--- src/rtl/assert_macros.svh ---
// Assertion helpers shared by the RTL. Each module that uses them has clk and rst.
`ifndef ASSERT_MACROS_SVH
`define ASSERT_MACROS_SVH

// Same-cycle implication.
`define ASSERT_IMP(label, ante, cons, msg) \
  label: assert property (@(posedge clk) disable iff (rst) (ante) |-> (cons)) \
    else $error(msg);

// Next-cycle implication.
`define ASSERT_NXT(label, ante, cons, msg) \
  label: assert property (@(posedge clk) disable iff (rst) (ante) |=> (cons)) \
    else $error(msg);

`endif

--- src/rtl/frp_pkg.sv ---
`timescale 1ns / 1ps
// ----------------------------------------------------------------------------
// frp_pkg
// Shared types, constants and the command length table of the frame parser.
// ----------------------------------------------------------------------------
package frp_pkg;

  localparam logic [7:0] SYNC_BYTE = 8'h02;

  localparam logic [7:0] CMD_S = 8'h53;
  localparam logic [7:0] CMD_L = 8'h4C;
  localparam logic [7:0] CMD_R = 8'h52;
  localparam logic [7:0] CMD_T = 8'h54;
  localparam logic [7:0] CMD_C = 8'h43;
  localparam logic [7:0] CMD_Z = 8'h5A;
  localparam logic [7:0] CMD_D = 8'h44;

  localparam int CNT_W       = 6;
  localparam int IDX_W       = 5;
  localparam int LEN_W       = 5;
  localparam int STORE_DEPTH = 32;
  localparam int QUEUE_DEPTH = 4;

  localparam logic [LEN_W-1:0] LEN_SHORT = 5'd2;
  localparam logic [LEN_W-1:0] LEN_MID   = 5'd10;
  localparam logic [LEN_W-1:0] LEN_C     = 5'd11;
  localparam logic [LEN_W-1:0] LEN_Z     = 5'd6;
  localparam logic [LEN_W-1:0] LEN_T     = 5'd22;

  typedef enum logic [1:0] {
    ST_BUSY = 2'd0,
    ST_GOOD = 2'd1,
    ST_CSUM = 2'd2,
    ST_OVFL = 2'd3
  } status_t;

  // One entry of the queue: a status result or a good frame to replay.
  typedef struct packed {
    status_t          status;
    logic [7:0]       addr;
    logic [7:0]       cmd;
    logic [LEN_W-1:0] len;
  } job_t;

  // Data store write port, front to back.
  typedef struct packed {
    logic             en;
    logic [IDX_W-1:0] addr;
    logic [7:0]       data;
  } store_wr_t;

  function automatic logic [LEN_W-1:0] len_for_command(input logic [7:0] c);
    logic [LEN_W-1:0] n;
    case (c) inside
      CMD_S, CMD_D: n = LEN_SHORT;
      CMD_L, CMD_R: n = LEN_MID;
      CMD_T:        n = LEN_T;
      CMD_C:        n = LEN_C;
      CMD_Z:        n = LEN_Z;
      default:      n = '0;
    endcase
    return n;
  endfunction

endpackage

--- src/rtl/frp_if.sv ---
`timescale 1ns / 1ps
// ----------------------------------------------------------------------------
// frp_if
// Valid/ready channels: received bytes in, parser results out.
// ----------------------------------------------------------------------------
interface frp_in_if;
  logic       valid;
  logic       ready;
  logic [7:0] rx_byte;

  modport source (output valid, output rx_byte, input ready);
  modport sink (input valid, input rx_byte, output ready);
endinterface

interface frp_out_if;
  logic       valid;
  logic       ready;
  logic [1:0] status;
  logic [7:0] node_addr;
  logic [7:0] command;
  logic [4:0] data_count;
  logic [4:0] data_index;
  logic [7:0] data_byte;
  logic       last;

  modport source (output valid, output status, output node_addr, output command,
                  output data_count, output data_index, output data_byte, output last,
                  input ready);
  modport sink (input valid, input status, input node_addr, input command,
                input data_count, input data_index, input data_byte, input last,
                output ready);
endinterface

--- src/rtl/frp_fifo.sv ---
`timescale 1ns / 1ps
// ----------------------------------------------------------------------------
// frp_fifo
// Small job queue between the parser front and the result back end.
// ----------------------------------------------------------------------------
`include "assert_macros.svh"

module frp_fifo (
  input  logic          clk,
  input  logic          rst,
  input  logic          push,
  input  frp_pkg::job_t din,
  output logic          full,
  input  logic          pop,
  output frp_pkg::job_t dout,
  output logic          not_empty
);

  localparam int DEPTH = frp_pkg::QUEUE_DEPTH;
  localparam int PTR_W = $clog2(DEPTH);
  localparam int CNT_W = $clog2(DEPTH + 1);

  frp_pkg::job_t    slots [DEPTH];
  logic [PTR_W-1:0] wr_ptr;
  logic [PTR_W-1:0] rd_ptr;
  logic [CNT_W-1:0] count;

  assign full      = (count == CNT_W'(DEPTH));
  assign not_empty = (count != '0);
  assign dout      = slots[rd_ptr];

  always_ff @(posedge clk) begin
    if (push) begin
      slots[wr_ptr] <= din;
    end
  end

  always_ff @(posedge clk) begin
    if (rst) begin
      wr_ptr <= '0;
      rd_ptr <= '0;
      count  <= '0;
    end else begin
      if (push) begin
        wr_ptr <= wr_ptr + PTR_W'(1);
      end
      if (pop) begin
        rd_ptr <= rd_ptr + PTR_W'(1);
      end
      case ({push, pop})
        2'b10:   count <= count + CNT_W'(1);
        2'b01:   count <= count - CNT_W'(1);
        default: count <= count;
      endcase
    end
  end

  `ASSERT_IMP(a_fifo_bound, 1'b1, count <= CNT_W'(DEPTH), "job queue count out of range")
  `ASSERT_IMP(a_no_overflow, push, !full, "job queue overflow")
  `ASSERT_IMP(a_no_underflow, pop, not_empty, "job queue underflow")

endmodule

--- src/rtl/frp_front.sv ---
`timescale 1ns / 1ps
// ----------------------------------------------------------------------------
// frp_front
// Frame parser: hunts sync, tracks header, data and checksum, writes data
// bytes to the store and queues one job per accepted byte.
// ----------------------------------------------------------------------------
`include "assert_macros.svh"

module frp_front #(
  parameter int unsigned MAX_FRAME = 32
) (
  input  logic                clk,
  input  logic                rst,
  frp_in_if.sink              in,
  input  logic                run_done,
  output logic                q_push,
  output frp_pkg::job_t       q_job,
  input  logic                q_full,
  output frp_pkg::store_wr_t  store_wr
);

  localparam int CW = frp_pkg::CNT_W;
  localparam logic [CW-1:0] LIMIT = CW'(MAX_FRAME);
  localparam logic [CW-1:0] HDR   = CW'(4);

  typedef enum logic [2:0] {
    PH_SYNC, PH_AHI, PH_ALO, PH_CMD, PH_DATA, PH_CSUM
  } phase_t;

  phase_t                      phase;
  logic [CW-1:0]               byte_count;
  logic [frp_pkg::LEN_W-1:0]   expected_data;
  logic [7:0]                  running_xor;
  logic [7:0]                  addr_low;
  logic [7:0]                  cmd_byte;
  logic                        pending;     // a replay still reads the store

  logic accept;
  logic overflow;
  logic csum_ok;
  logic data_done;
  logic [frp_pkg::LEN_W-1:0] cmd_len;

  // Data bytes wait while the previous frame is still being replayed.
  assign in.ready = !q_full && !((phase == PH_DATA) && pending);
  assign accept   = in.valid && in.ready;

  assign overflow  = (byte_count >= LIMIT);
  assign csum_ok   = (in.rx_byte == running_xor);
  assign data_done = ((byte_count + CW'(1)) == (HDR + CW'(expected_data)));
  assign cmd_len   = frp_pkg::len_for_command(in.rx_byte);

  always_comb begin
    q_job = '{status: frp_pkg::ST_BUSY, addr: '0, cmd: '0, len: '0};
    if (overflow) begin
      q_job.status = frp_pkg::ST_OVFL;
    end else if (phase == PH_CSUM) begin
      if (!csum_ok) begin
        q_job.status = frp_pkg::ST_CSUM;
      end else begin
        q_job.status = frp_pkg::ST_GOOD;
        q_job.addr   = addr_low;
        q_job.cmd    = cmd_byte;
        q_job.len    = expected_data;
      end
    end
  end

  assign q_push        = accept;
  assign store_wr.en   = accept && !overflow && (phase == PH_DATA);
  assign store_wr.addr = frp_pkg::IDX_W'(byte_count - HDR);
  assign store_wr.data = in.rx_byte;

  always_ff @(posedge clk) begin
    if (rst) begin
      phase         <= PH_SYNC;
      byte_count    <= '0;
      expected_data <= '0;
      running_xor   <= '0;
      addr_low      <= '0;
      cmd_byte      <= '0;
      pending       <= 1'b0;
    end else begin
      if (run_done) begin
        pending <= 1'b0;
      end
      if (accept) begin
        if (overflow) begin
          phase      <= PH_SYNC;
          byte_count <= '0;
        end else begin
          case (phase)
            PH_AHI: begin
              running_xor <= running_xor ^ in.rx_byte;
              byte_count  <= byte_count + CW'(1);
              phase       <= PH_ALO;
            end
            PH_ALO: begin
              running_xor <= running_xor ^ in.rx_byte;
              addr_low    <= in.rx_byte;
              byte_count  <= byte_count + CW'(1);
              phase       <= PH_CMD;
            end
            PH_CMD: begin
              running_xor   <= running_xor ^ in.rx_byte;
              cmd_byte      <= in.rx_byte;
              expected_data <= cmd_len;
              byte_count    <= byte_count + CW'(1);
              phase         <= (cmd_len != '0) ? PH_DATA : PH_CSUM;
            end
            PH_DATA: begin
              running_xor <= running_xor ^ in.rx_byte;
              byte_count  <= byte_count + CW'(1);
              if (data_done) begin
                phase <= PH_CSUM;
              end
            end
            PH_CSUM: begin
              phase      <= PH_SYNC;
              byte_count <= '0;
              if (csum_ok && (expected_data != '0)) begin
                pending <= 1'b1;
              end
            end
            default: begin
              if (in.rx_byte == frp_pkg::SYNC_BYTE) begin
                phase       <= PH_AHI;
                byte_count  <= CW'(1);
                running_xor <= '0;
              end
            end
          endcase
        end
      end
    end
  end

  `ASSERT_IMP(a_no_store_clobber, store_wr.en, !pending, "store written during replay")

endmodule

--- src/rtl/frp_back.sv ---
`timescale 1ns / 1ps
// ----------------------------------------------------------------------------
// frp_back
// Result engine: turns queued jobs into results, replaying a good frame's
// data bytes from the store one per cycle while the output is not stalled.
// ----------------------------------------------------------------------------
`include "assert_macros.svh"

module frp_back (
  input  logic                clk,
  input  logic                rst,
  input  frp_pkg::store_wr_t  store_wr,
  input  logic                q_valid,
  input  frp_pkg::job_t       q_job,
  output logic                q_pop,
  output logic                run_done,
  frp_out_if.source           out
);

  localparam int IW = frp_pkg::IDX_W;
  localparam int LW = frp_pkg::LEN_W;

  typedef enum logic {B_IDLE, B_RUN} state_t;

  state_t          state;
  frp_pkg::job_t   cur;
  logic [IW-1:0]   idx;

  logic [7:0] store [frp_pkg::STORE_DEPTH];

  logic            out_valid;
  logic [1:0]      out_status;
  logic [7:0]      out_addr;
  logic [7:0]      out_cmd;
  logic [LW-1:0]   out_len;
  logic [IW-1:0]   out_index;
  logic [7:0]      out_byte;
  logic            out_last;

  logic out_free;
  logic last_elem;
  logic issue_last;
  logic run_end;

  assign out_free   = !out_valid || out.ready;
  assign q_pop      = (state == B_IDLE) && q_valid && out_free;
  assign last_elem  = (idx == IW'(cur.len - LW'(1)));
  assign issue_last = (state == B_RUN) && out_free && last_elem;
  assign run_end    = run_done && out_last && (state == B_IDLE);

  assign out.valid      = out_valid;
  assign out.status     = out_status;
  assign out.node_addr  = out_addr;
  assign out.command    = out_cmd;
  assign out.data_count = out_len;
  assign out.data_index = out_index;
  assign out.data_byte  = out_byte;
  assign out.last       = out_last;

  always_ff @(posedge clk) begin
    if (store_wr.en) begin
      store[store_wr.addr] <= store_wr.data;
    end
  end

  always_ff @(posedge clk) begin
    if (rst) begin
      state     <= B_IDLE;
      out_valid <= 1'b0;
      run_done  <= 1'b0;
    end else begin
      run_done <= 1'b0;
      if (out_valid && out.ready) begin
        out_valid <= 1'b0;
      end
      case (state)
        B_IDLE: begin
          if (q_pop) begin
            if ((q_job.status == frp_pkg::ST_GOOD) && (q_job.len != '0)) begin
              cur   <= q_job;
              idx   <= '0;
              state <= B_RUN;
            end else begin
              // status result, or a good frame without data
              out_valid  <= 1'b1;
              out_status <= q_job.status;
              out_addr   <= q_job.addr;
              out_cmd    <= q_job.cmd;
              out_len    <= q_job.len;
              out_index  <= '0;
              out_byte   <= '0;
              out_last   <= 1'b1;
            end
          end
        end
        B_RUN: begin
          if (out_free) begin
            out_valid  <= 1'b1;
            out_status <= frp_pkg::ST_GOOD;
            out_addr   <= cur.addr;
            out_cmd    <= cur.cmd;
            out_len    <= cur.len;
            out_index  <= idx;
            out_byte   <= store[idx];
            out_last   <= last_elem;
            idx        <= idx + IW'(1);
            if (last_elem) begin
              state    <= B_IDLE;
              run_done <= 1'b1;
            end
          end
        end
        default: state <= B_IDLE;
      endcase
    end
  end

  `ASSERT_IMP(a_idx_in_frame, state == B_RUN, idx < IW'(cur.len), "replay index past frame length")
  `ASSERT_NXT(a_done_after_last, issue_last, run_end, "replay end not flagged")

endmodule

--- src/rtl/framed_reply_parser_xor.sv ---
// Result path: a status result passes the job queue, then the output register; a good
// frame's first data result passes the queue, the replay state and the output register,
// then one per cycle while the receiver is ready. Throughput: one byte per cycle while
// results drain; a replay issues one result per data byte, the 4-entry job queue lets other
// bytes run ahead, and next-frame data bytes wait for run_done after the last replay result.
// Reset (rst, synchronous): parser back to sync hunt, queue and output emptied.
`timescale 1ns / 1ps
// ----------------------------------------------------------------------------
// framed_reply_parser_xor
// Sync-framed reply parser with XOR checksum: front parser, job queue,
// result back end.
// ----------------------------------------------------------------------------
module framed_reply_parser_xor #(
  parameter int unsigned MAX_FRAME = 32
) (
  input  logic       clk,
  input  logic       rst,
  frp_in_if.sink     in,
  frp_out_if.source  out
);

  logic               q_push;
  logic               q_full;
  logic               q_pop;
  logic               q_valid;
  frp_pkg::job_t      q_job_in;
  frp_pkg::job_t      q_job_out;
  frp_pkg::store_wr_t store_wr;
  logic               run_done;

  frp_front #(.MAX_FRAME(MAX_FRAME)) u_front (
    .clk      (clk),
    .rst      (rst),
    .in       (in),
    .run_done (run_done),
    .q_push   (q_push),
    .q_job    (q_job_in),
    .q_full   (q_full),
    .store_wr (store_wr)
  );

  frp_fifo u_fifo (
    .clk       (clk),
    .rst       (rst),
    .push      (q_push),
    .din       (q_job_in),
    .full      (q_full),
    .pop       (q_pop),
    .dout      (q_job_out),
    .not_empty (q_valid)
  );

  frp_back u_back (
    .clk      (clk),
    .rst      (rst),
    .store_wr (store_wr),
    .q_valid  (q_valid),
    .q_job    (q_job_out),
    .q_pop    (q_pop),
    .run_done (run_done),
    .out      (out)
  );

endmodule

--- src/flat_wrapper.sv ---
// flat-port wrapper written by rule: the top's interface ports become plain ports
module framed_reply_parser_xor_flat 
#(
  parameter int unsigned MAX_FRAME = 32
)
  (clk, rst, in_valid, in_rx_byte, in_ready, out_valid, out_status, out_node_addr, out_command, out_data_count, out_data_index, out_data_byte, out_last, out_ready);
  frp_in_if in_i ();
  frp_out_if out_i ();
  input  logic clk;
  input  logic rst;
  input wire logic [$bits(in_i.valid)-1:0] in_valid;
  input wire logic [$bits(in_i.rx_byte)-1:0] in_rx_byte;
  output wire logic [$bits(in_i.ready)-1:0] in_ready;
  output wire logic [$bits(out_i.valid)-1:0] out_valid;
  output wire logic [$bits(out_i.status)-1:0] out_status;
  output wire logic [$bits(out_i.node_addr)-1:0] out_node_addr;
  output wire logic [$bits(out_i.command)-1:0] out_command;
  output wire logic [$bits(out_i.data_count)-1:0] out_data_count;
  output wire logic [$bits(out_i.data_index)-1:0] out_data_index;
  output wire logic [$bits(out_i.data_byte)-1:0] out_data_byte;
  output wire logic [$bits(out_i.last)-1:0] out_last;
  input wire logic [$bits(out_i.ready)-1:0] out_ready;
  assign in_i.valid = in_valid;
  assign in_i.rx_byte = in_rx_byte;
  assign in_ready = in_i.ready;
  assign out_valid = out_i.valid;
  assign out_status = out_i.status;
  assign out_node_addr = out_i.node_addr;
  assign out_command = out_i.command;
  assign out_data_count = out_i.data_count;
  assign out_data_index = out_i.data_index;
  assign out_data_byte = out_i.data_byte;
  assign out_last = out_i.last;
  assign out_i.ready = out_ready;
  framed_reply_parser_xor #(.MAX_FRAME(MAX_FRAME)) u_core (.clk(clk), .rst(rst), .in(in_i), .out(out_i));
endmodule
--- config.mk ---
export PLATFORM = sky130hd
export DESIGN_NAME = framed_reply_parser_xor_flat
export DESIGN_NICKNAME = d
export VERILOG_FILES = /design/src/rtl/frp_pkg.sv /design/src/rtl/frp_if.sv /design/src/rtl/frp_fifo.sv /design/src/rtl/frp_front.sv /design/src/rtl/frp_back.sv /design/src/rtl/framed_reply_parser_xor.sv /design/src/flat_wrapper.sv
export VERILOG_INCLUDE_DIRS = /design/src /design/src/rtl
export SDC_FILE = /design/constraint.sdc
export NUM_CORES = 1
export LEC_CHECK = 0
export ABC_AREA = 1
export BUFFER_PORTS_ARGS = -buffer_cell sky130_fd_sc_hd__buf_2
export CAP_MARGIN = 20
export CORE_UTILIZATION = 50
export CTS_BUF_LIST = sky130_fd_sc_hd__clkbuf_16
export CTS_CLUSTER_SIZE = 12
export DETAILED_ROUTE_END_ITERATION = 10
export GPL_TIMING_DRIVEN = 0
export PLACE_DENSITY = 0.75
export SETUP_SLACK_MARGIN = 0.15
export SYNTH_ARGS = -nofsm -noshare
export SYNTH_HDL_FRONTEND = slang
export SYNTH_HIERARCHICAL = 1
export SYNTH_SLANG_ARGS = --single-unit
--- constraint.sdc ---
create_clock -name clk -period 6 [get_ports clk]
set_input_delay 0.9 -clock clk [delete_from_list [all_inputs] [get_ports clk]]
set_output_delay 0.9 -clock clk [all_outputs]
set_load 0.03 [all_outputs]
# After elaboration in Yosys (flattened, before gate mapping)
# Memories as Yosys holds them, arrays and structs flattened. A register that Yosys moved wholly into a read port is not among the register bits.
# Index checks and enable logic that the tools add are counted.
# op_classes
reduce_logical,35
n_mux,76
add_sub_neg,9
eq_ne,25
order_cmp,1
bitwise,6
# ops
operator,count
8-bit two-way mux,10
5-bit two-way mux,13
8-bit one-hot mux with 2 select lines,4
"8-bit by 7-bit equality test with 1-bit output, second input constant",7
21-bit two-way mux,2
5-bit one-hot mux with 2 select lines,3
23-bit two-way mux,1
1-bit two-way mux,22
4-bit AND reduction,4
3-bit one-hot mux with 5 select lines,1
5-bit nonzero test,3
2-bit two-way mux,7
3-bit two-way mux,4
6-bit two-way mux,2
6-bit one-hot mux with 2 select lines,1
1-bit logical AND,10
"3-bit equality test, second input constant",3
3-bit AND reduction,3
"8-bit by 2-bit equality test with 1-bit output, second input constant",1
8-bit equality test,1
8-bit XOR,1
7-bit nonzero test,1
"3-bit by 5-bit adder with 6-bit output, first input constant",1
"6-bit by 1-bit adder with 6-bit output, second input constant",1
30 further kinds,46
# word_totals
memories,2
out_inout_bits,39
ram_bits,348
reg_bits,112
word_cells,178
inputBits,12
# memory_table
memory,depth,width,rd,rd_clocked_by_memory_dff,wr,line,text
u_core.u_back.store,32,8,1,1,1,frp_back.sv:29,logic [7:0] store [frp_pkg::STORE_DEPTH];
u_core.u_fifo.slots,4,23,1,1,1,frp_fifo.sv:23,frp_pkg::job_t slots [DEPTH];

# Logic depth before layout (Yosys ltp)
# depth
ltp_word,10
depth_mapped,16
depth_no_buf,15

# Cells and area by module
# The synthesis kept the hierarchy.
# modules_own_cells
module,cells_per_inst,area_per_inst_um2,seq_area_each_um2,n_inst
frp_back,1158,13395.3,9739.3,1
frp_fifo,280,4184.0,2942.8,1
frp_front,359,2458.6,780.7,1

# Least setup slack after synthesis
# OpenSTA, ideal clock, no wires.
# synth_timing
path_type,input to register
startpoint,input out_ready
endpoint,"register u_core.u_back.out_cmd[0], in the netlist u_core/u_back/out.command[0] (enable)"
setup_time_ns,0.444
arrival_ns,3.260
slack_ns,2.296
stages,6
required_time_ns,5.556
path_cell_list,nor2_1 inv_1 nand2_1 a21oi_2 nand2_1 a21oi_1
# synth_via
elab_chain_len,4
word_cells_on_any_way,5
classes_between,2 x eq/ne; 3 x reduce/logical
# synth_lines
item,line,text
from (decl),flat_wrapper.sv:22,input wire logic [$bits(out_i.ready)-1:0] out_ready;
1-bit logical OR (*),frp_back.sv:45,assign out_free = !out_valid || out.ready;
1-bit logical AND,frp_back.sv:46,assign q_pop = (state == B_IDLE) && q_valid && out_free;
2-bit by 1-bit inequality test with 1-bit output (no source line),--,
4-bit AND reduction (no source line) (*),--,
to (signal assigned),frp_back.sv:88,out_cmd <= q_job.cmd;
to (signal assigned),frp_back.sv:101,out_cmd <= cur.cmd;
to (decl),frp_back.sv:34,logic [7:0] out_cmd;
# Mark *: on every way between the ends. The rest lies on a longest branch, timed or not.
# A chain may end at the register's enable or synchronous reset.

==> metrics list <==
- The count of buffers added on input and output ports is 50.
- Post-cts hold buffer count: 0
- After synthesis the netlist holds a flip-flop and latch count of 467.
- Relative max-transition margin: 0.302
- Number of maximum-capacitance violations: 0
* Standby leakage power: 8.51 nW
- Critical Path, Cell by Cell: inv_1 -> nor3_1 -> inv_1 -> nand2_2 -> nor2_2 -> nand2_2 -> nor2_1 -> nand3_1 -> nor2_1
- Of the cells placed in the final design, the portion with a size suffix greater than 1 is 0.151.
- Clock Tree Root: sky130_fd_sc_hd__clkbuf_16
* Summed negative setup slack over all endpoints: 0 ns
- Cell type with the highest aggregate area in the netlist: sky130_fd_sc_hd__edfxtp_1
- For this block, the via count after detailed routing is 13500.
* Power Dens Cells: 461 mW/mm2
- In this run the horizontal extent of the chip is 202 um.
- Top post-synthesis cells by count: sky130_fd_sc_hd__nand2_1, sky130_fd_sc_hd__edfxtp_1, sky130_fd_sc_hd__nand3_1
* Placed cell areas: 0.0210 mm2
- The H-tree was split into 2 levels.
- The min-delay analysis places its worst path in the category flop to flop.
- Before antenna repair, the detailed router went through 8 iterations.
* Async set-reset flop share out of synthesis: 0
- The worst setup path is captured at a flop.
- Yosys printed 6 warnings.
- The share of synthesized area in the top cell type comes to 0.616.
* N_diodes: 0
- Fin. max-slew vios: 0
- The initial antenna violation count was 0.
* RSZ-0062 raised after global routing: no
* Worst skew pair latency: 0.58 ns
* Number of hold violations in the final report: 0
- On the worst path, the slowest cell contributes a delay of 0.93 ns.
- The average instance in the mapped netlist occupies 11.2 um2.
- The first global-routing pass estimated 74300 um of wire.
- Post-synth design cell area: 0.0200 mm2
- Reg clk slew, reported paths: 0.06 ns
- Maximum fanout encountered on the critical timing path: 8
- Among cell families on the critical path, the largest total delay comes from simple AND/OR/NAND/NOR gates.
- TritonCTS built the clock tree.
- The share of the Yosys chip area taken by registers is 0.672.
* Type of the worst setup path: flop to flop
* Detailed-route wire length: 48000 um
- The most used flip-flop cell after synthesis is sky130_fd_sc_hd__edfxtp_1.
- STA puts the critical path data arrival time at 3.35 ns.
* Worst-margin pin slew: 1.05 ns
- Layout filler cell count: 3181
- Number of clock buffers inserted by TritonCTS: 48
* Net count of the mapped netlist: 1824
* Die Area: 0.0409 mm2
* Starting Density: 0.513
* Total GRT Usage: 0.240
* Number of vias per cell: 5.51
- From synthesis to final layout, the design area changed by 11.8%.
- Via count of the first global-routing pass: 13100
* Starting DRT DRC Count: 1464
- Overall power consumption: 10.3 mW
- Peak ir drop on the vdd network: 0.270 mV
* Core Rows: 72
- Buffers added to address setup during post-CTS repair amount to 0.
* Die height: 202 um
- Largest net degree at the start of global routing: 33
- By instance count, the leading cell after synthesis is sky130_fd_sc_hd__nand2_1.
- The finished cells cover 0.0224 mm2.
- Setup crit start kind: flop
* DRC viols: 0
- Worst path buffer plus inverter count: 2
* Overflow left after global routing: 0
- Number of antenna-violating nets in the routed design: 0
* F_max: 0.316 GHz
- Of the available clock period, the critical path in the final layout requires 0.527.
- Min Tclk post-route: 3.16 ns
- Post-Route Utilization: 0.573
- In the final routed layout, each cell accounts on average for 19.6 um.
* Top Ports: 51
* Number of clock sinks: 467
- Cells after synthesis: 1797
- Worst clock skew: 0.0208 ns
- Core ar.: 0.0391 mm2
* Number of enable flip-flop cells after synthesis: 411
* Total of cells resized after clock tree synthesis: 0
- After synthesis, the cell types taking the most area are sky130_fd_sc_hd__edfxtp_1, sky130_fd_sc_hd__nand2_1, sky130_fd_sc_hd__dfxtp_1.
- Number of buffers on the longest clock path: 3
- The largest individual stage delay along the critical path comes from the cell sky130_fd_sc_hd__nor2_1.
* Post-detailed-placement half-perimeter wirelength: 32100 um
- Setup violations remaining at the end of the flow were counted as 0.
- The run finished with clean final reports.
* Last weighted congestion value of the routability-driven placer: 0.928
- The synthesized netlist contains 49 unique library cells.
- Data on the critical path is required at its endpoint by 6.19 ns.
* Number of nets in the finished design: 1927
## worst reg2reg max path, stage by stage (launching register included)
cell	delay, ns
sky130_fd_sc_hd__dfxtp_1	0.31
sky130_fd_sc_hd__inv_1	0.09
sky130_fd_sc_hd__nor3_1	0.11
sky130_fd_sc_hd__inv_1	0.13
sky130_fd_sc_hd__nand2_2	0.09
sky130_fd_sc_hd__nor2_2	0.14
sky130_fd_sc_hd__nand2_2	0.14
sky130_fd_sc_hd__nor2_1	0.30
sky130_fd_sc_hd__nand3_1	0.53
sky130_fd_sc_hd__nor2_1	0.93
## metal layers
metal | share of wire | vias up | wire length [um] | track usage
met5 | 0 | - | 0 | 0
met4 | 0.022 | 0 | 1080 | 0.0666
met3 | 0.082 | 75 | 3950 | 0.0476
met2 | 0.47 | 500 | 22600 | 0.386
met1 | 0.43 | 6585 | 20400 | 0.333
li1 | - | 6346 | - | -
## where the power goes
group	leakage, nW	switching [mW]	internal, mW	total (mW)
combinational	3.53	2.51	1.10	3.61
sequential	4.23	0.134	3.96	4.09
clock	0.750	1.17	1.46	2.63
total	8.51	3.82	6.52	10.3
## flip-flops by register name (all words and copies together) (netlist names), 2 cells and up, named ones only
register / cells
u_core/u_back/store: 256
u_core/u_fifo/slots: 92
u_core/u_back/cur: 21
u_core/u_back/out.command: 8
u_core/u_back/out.data_byte: 8
u_core/u_back/out.node_addr: 8
u_core/u_front/addr_low: 8
u_core/u_front/cmd_byte: 8
u_core/u_front/running_xor: 8
u_core/u_front/byte_count: 6
u_core/u_back/idx: 5
u_core/u_back/out.data_count: 5
u_core/u_back/out.data_index: 5
u_core/u_front/expected_data: 5
u_core/u_fifo/count: 3
u_core/u_front/phase: 3
u_core/u_back/out.status: 2
u_core/u_fifo/rd_ptr: 2
u_core/u_fifo/wr_ptr: 2
## cells in the final DEF (no fill, tap or decap), types with 7 or more instances in the layout
| cell | instances |
|---|---|
| sky130_fd_sc_hd__o21ai_2 | 17 |
| sky130_fd_sc_hd__buf_1 | 7 |
| sky130_fd_sc_hd__buf_2 | 69 |
| sky130_fd_sc_hd__edfxtp_1 | 411 |
| sky130_fd_sc_hd__o22ai_2 | 16 |
| sky130_fd_sc_hd__nor2_4 | 7 |
| sky130_fd_sc_hd__o21ai_1 | 17 |
| sky130_fd_sc_hd__clkbuf_16 | 49 |
| sky130_fd_sc_hd__nor2_2 | 40 |
| sky130_fd_sc_hd__inv_2 | 12 |
| sky130_fd_sc_hd__buf_6 | 23 |
| sky130_fd_sc_hd__xor2_1 | 13 |
| sky130_fd_sc_hd__buf_4 | 22 |
| sky130_fd_sc_hd__o22ai_1 | 7 |
| sky130_fd_sc_hd__a21oi_1 | 41 |
| sky130_fd_sc_hd__o21ai_0 | 71 |
| sky130_fd_sc_hd__inv_1 | 115 |
| sky130_fd_sc_hd__nand2_1 | 480 |
| sky130_fd_sc_hd__clkinv_1 | 9 |
| sky130_fd_sc_hd__nand3_1 | 212 |
| sky130_fd_sc_hd__nor2_1 | 148 |
| sky130_fd_sc_hd__nor3_1 | 8 |
| sky130_fd_sc_hd__ha_1 | 14 |
| sky130_fd_sc_hd__clkbuf_1 | 12 |
| sky130_fd_sc_hd__dfxtp_1 | 56 |
## kinds of logic (layout without fill, tap and decap cells)
logic type,Yosys count,in the layout,synth area share
simple gates,916,916,0.198
fa+ha+maj,15,15,0.00974
buf+inv,204,341,0.0578
compound gates,179,179,0.0556
xor+xnor,16,16,0.00699
flops,467,467,0.672
## final cells by class
type	instances	area, um2	share of cell area
tap	518	648	0.0289
buffer	93	726	0.0324
sequential	467	13500	0.601
multi-input combinational	1126	5430	0.242
clock buffer	49	1230	0.0547
clock inverter	35	151	0.00676
inverter	111	432	0.0193
timing repair buffer	53	333	0.0149
## final timing paths
kind,start,to,slack [ns],cells after the start
worst max-delay path,u_core/u_fifo/count[2],u_core/u_back/store[19][6],2.84,9
worst min-delay path,u_core/u_fifo/rd_ptr[1],u_core/u_fifo/rd_ptr[1],0.44,1
worst max register to register,u_core/u_fifo/count[2],u_core/u_back/store[19][6],2.84,9
worst min register to register,u_core/u_fifo/rd_ptr[1],u_core/u_fifo/rd_ptr[1],0.44,1
## per-stage QoR
| stage | hold WS, ns | setup slack (ns) | std cells |
|---|---|---|---|
| floorplan | 0.412 | 2.30 | 1797 |
| global placement | 0.421 | 1.23 | 2365 |
| detailed placement | 0.429 | 2.60 | 2366 |
| CTS | 0.438 | 2.92 | 2450 |
| global route | 0.456 | 2.73 | 2452 |
| finish | 0.438 | 2.84 | 2452 |
(Power assumes the default switching activity.)
